`src/rtl/core/mpq_pkg.sv`:
```
// Shared types and constants of the min priority queue.
package mpq_pkg;

   localparam int CAPACITY_DEFAULT  = 64;
   localparam int KEY_WIDTH_DEFAULT = 32;

   localparam int VALUE_W = 32;
   localparam int COUNT_W = 7;
   localparam int ERROR_W = 2;

   typedef logic [ERROR_W-1:0] error_type;
   localparam error_type ERR_OK    = 2'd0;
   localparam error_type ERR_FULL  = 2'd1;
   localparam error_type ERR_EMPTY = 2'd2;

   typedef logic opcode_type;
   localparam opcode_type OP_INSERT = 1'b0;
   localparam opcode_type OP_POP    = 1'b1;

   typedef struct packed {
      logic insert_en;
      logic pop_en;
   } cell_ctrl_type;

endpackage

```
`src/rtl/core/mpq_cell.sv`:
```
// One cell of the sorted key chain: holds one key, shifts right on insert, left on pop.
module mpq_cell #(
   parameter int KEY_WIDTH = mpq_pkg::KEY_WIDTH_DEFAULT
) (
   input  logic                   clock,
   input  mpq_pkg::cell_ctrl_type ctrl,
   input  logic [KEY_WIDTH-1:0]   new_key,
   input  logic                   occupied,
   input  logic                   left_keep,
   input  logic [KEY_WIDTH-1:0]   left_key,
   input  logic [KEY_WIDTH-1:0]   right_key,
   output logic                   keep,
   output logic [KEY_WIDTH-1:0]   key
);

   logic [KEY_WIDTH-1:0] key_ff;
   logic [KEY_WIDTH-1:0] key_in;

   assign keep = occupied && (key_ff <= new_key);
   assign key  = key_ff;

   always_comb begin
      key_in = key_ff;
      priority if (ctrl.insert_en) begin
         priority if (keep) begin
            key_in = key_ff;
         end else if (left_keep) begin
            key_in = new_key;
         end else begin
            key_in = left_key;
         end
      end else if (ctrl.pop_en) begin
         key_in = right_key;
      end
   end

   always_ff @(posedge clock) begin
      key_ff <= key_in;
   end

endmodule

```
`config.mk`:
```
export PLATFORM = sky130hd
export DESIGN_NAME = mpq_cell
export DESIGN_NICKNAME = d
export VERILOG_FILES = /design/src/rtl/core/mpq_pkg.sv /design/src/rtl/core/mpq_cell.sv
export SDC_FILE = /design/constraint.sdc
export NUM_CORES = 1
export LEC_CHECK = 0
export BUFFER_PORTS_ARGS = -buffer_cell sky130_fd_sc_hd__buf_4
export CAP_MARGIN = 10
export CORE_AREA = 2 2 77 79
export DETAILED_ROUTE_END_ITERATION = 10
export DIE_AREA = 0 0 79 81
export PLACE_DENSITY = 0.82
export SETUP_SLACK_MARGIN = 0.02
export SYNTH_ARGS = -nofsm -noshare
export SYNTH_HDL_FRONTEND = slang
export SYNTH_SLANG_ARGS = --single-unit
```
`constraint.sdc`:
```
create_clock -name clock -period 3.7 [get_ports clock]
set_input_delay 0.74 -clock clock [delete_from_list [all_inputs] [get_ports clock]]
set_output_delay 0.74 -clock clock [all_outputs]
set_load 0.01 [all_outputs]
```
==> results.tsv <==
metric	value	unit
outcome	completed	
RSZ-0062 raised after global routing	false	
Worst Max-Slew Pin Slew	0.6220	ns
Netlist cell types	27	
global route overflow	0	
Synth top area share	39.12	%
Yosys warning count	0	
Port Buffers	133	
NetSw	0.3221	mW
initial antenna violation count	0	
Crit path required time	2.96	ns
combinational share of power	33.6	%
CTS Buffer Depth	2	
final instance area	0.003602	mm²
final hold viol count	0	
Resize count post-CTS	0	
Antenna Nets Post-Route	0	
hold buffers post-CTS	0	
vias in the first global route	2391	
initial core utilization	43.28	%
Post-Synthesis Cells	260	
synthesized flop and latch total	32	
GR Util met1	23.17	%
setup_tns	0	ns
Tot GR Track Use	20.74	%
Pwr Total	1.094	mW
Synth Net Count	393	
number of vias per cell	4.987	
WP data arrival	2.47	ns
Die Wd	79	µm
Worst setup EP type	output pin	
Pleak	1.810	nW
drt first-iter violations	71	
detailed-route via count	2329	
final-stage net count	524	
# DRC	0	
# H-tree levels	2	
# IOs	134	
max-cap violations	0	
Global Route met3 Usage	5.333	%
placed cell area	0.003520	mm²
clock sinks	32	
DP Wirelength	5161	µm
max reg flops	32	
Tcrit/Tclk final	86.89	%
clock-pin slew on the worst setup and hold paths	0.06	ns
top cells by area, synth	edfxtp_1, ha_1, mux2i_1	
Post-Syn Area per Cell	9.447	µm²
Clk Latency, worst-skew pair	0.28	ns
root buf cell	clkbuf_8	
Clock power frac	23.3	%
Switching Fraction	29.44	%
fmax	0.3111	GHz
GRT busiest layer	met2	
WL per Instance	13.50	µm
GR met2 Demand/Resource	38.56	%
die area	0.006399	mm²
min Tclk post-route	3.215	ns
Synth Cell Area	0.002456	mm²
Rows	28	
final WL	6304	µm
# setup viols final	0	
critical path class	in2out	
Core Footprint	0.005675	mm²
worst min path class	in2reg	
CTS tree	done	
post-synth top area cell	edfxtp_1	
n_diodes	0	
first-pass GRT wire length	10460	µm
share of layout cells above drive strength 1	37.24	%
count of final max-slew check failures	0	
DR pass1 iterations	4	
Power Density	303.8	mW/mm²
post-CTS setup buffer count	0	
slew margin rel.	58.53	%
Area Growth Syn to Fin	46.66	%
Internal Pwr Total	0.7722	mW
Sequential Power Share	43.1	%
Critical Path Fanout Max	3	
Fill cells	503	
Die H	81	µm
sequential-to-total area share from yosys stat	39.12	%
largest net degree at the start of global routing	68	
CTS Buf Count	5	
Layout Skew	0.006268	ns
Startpoint Class	input port	
Max VDD drop	0.0001826	V
GPL Wtd Cong	0.7799	
-- layout make-up --
type,instances,area [µm²],share of cell area (%)
multi-input cells,184,1328,36.85
clock inverters,3,13.76,0.3821
clock buffers,5,68.82,1.910
flip-flops and latches,32,960.9,26.68
well taps,75,93.84,2.605
repair buffers,135,1013,28.13
inverters,33,123.9,3.439
-- cell families (layout without fill, tap and decap cells) --
family	Yosys count	after routing	share of synthesized area [%]
fa+ha+maj	32	32	16.30
flops	32	32	39.12
simple gates	62	62	11.67
mux	32	32	13.04
compound gates	58	58	12.99
buf+inv	44	176	6.877
-- worst max-delay path, stage by stage --
cell and delay, ns:
buf_4 0.09, inv_1 0.04, ha_1 0.31, nand4_1 0.14
or4_4 0.55, a21o_1 0.17, a31oi_2 0.18, o21ai_0 0.11
buf_4 0.15
-- worst paths after layout --
check	slack (ns)	end	start	depth (start not counted)
worst min register to register	1.18	key[0]	key[31]	5
worst min-delay path	0.78	key[13]	right_key[13]	3
worst max register to register	1.18	key[17]	key[14]	7
worst max-delay path	0.49	keep	new_key[11]	9
-- power by group through the flow --
stage	logic (mW)	registers (mW)	clock network, mW
2_1_floorplan	0.160	0.496	0
3_3_place_gp	0.358	0.477	0
3_5_place_dp	0.369	0.480	0
4_1_cts	0.371	0.472	0.260
5_1_grt	0.410	0.477	0.278
6_report	0.368	0.471	0.255
-- stage by stage --
| step | utilization, % | cells | hold slack (ns) | setup WS, ns |
|---|---|---|---|---|
| 2_1_floorplan | - | 260 | 0.9656 | 0.3891 |
| 3_3_place_gp | 62.02 | 459 | 1.060 | 0.5115 |
| 3_5_place_dp | 62.02 | 459 | 1.065 | 0.4746 |
| 4_1_cts | 63.47 | 467 | 0.7790 | 0.4750 |
| 5_1_grt | 63.47 | 467 | 0.7956 | 0.3981 |
| 6_report | 63.47 | 467 | 0.7822 | 0.4851 |
-- cells in the mapped netlist, drive strengths merged --
cell	n
a21oi	44
nor2	35
inv	33
edfxtp	32
ha	32
mux2i	32
nand2	9
nand4	8
clkbuf	6
o21ai	6
buf	5
nand3	3
a221oi	2
a31oi	2
nand2b	2
or4	2
a21o	1
a41oi	1
nand3b	1
nor2b	1
nor3	1
o211ai	1
o31a	1
-- layer usage --
layer,up-vias,part of all wire [%]
met4,0,1.3
li1,1198,-
met3,6,7.3
met1,1039,39
met2,86,52
met5,-,0
-- placed cells by master, fill, tap and decap left out, types with 2 or more instances in the layout --
| cell | netlist | final |
|---|---|---|
| inv_1 | 33 | 33 |
| nand2b_1 | 2 | 2 |
| mux2i_1 | 32 | 32 |
| nand3_1 | 3 | 3 |
| nor2_1 | 35 | 35 |
| clkbuf_8 | 0 | 5 |
| buf_4 | 0 | 135 |
| clkinv_2 | 0 | 2 |
| edfxtp_1 | 32 | 32 |
| nand4_1 | 7 | 7 |
| a221oi_1 | 2 | 2 |
| a21oi_1 | 44 | 44 |
| o21ai_0 | 6 | 6 |
| nand2_1 | 9 | 9 |
| ha_1 | 32 | 32 |
Note: power is estimated with default switching activity, not from simulation.
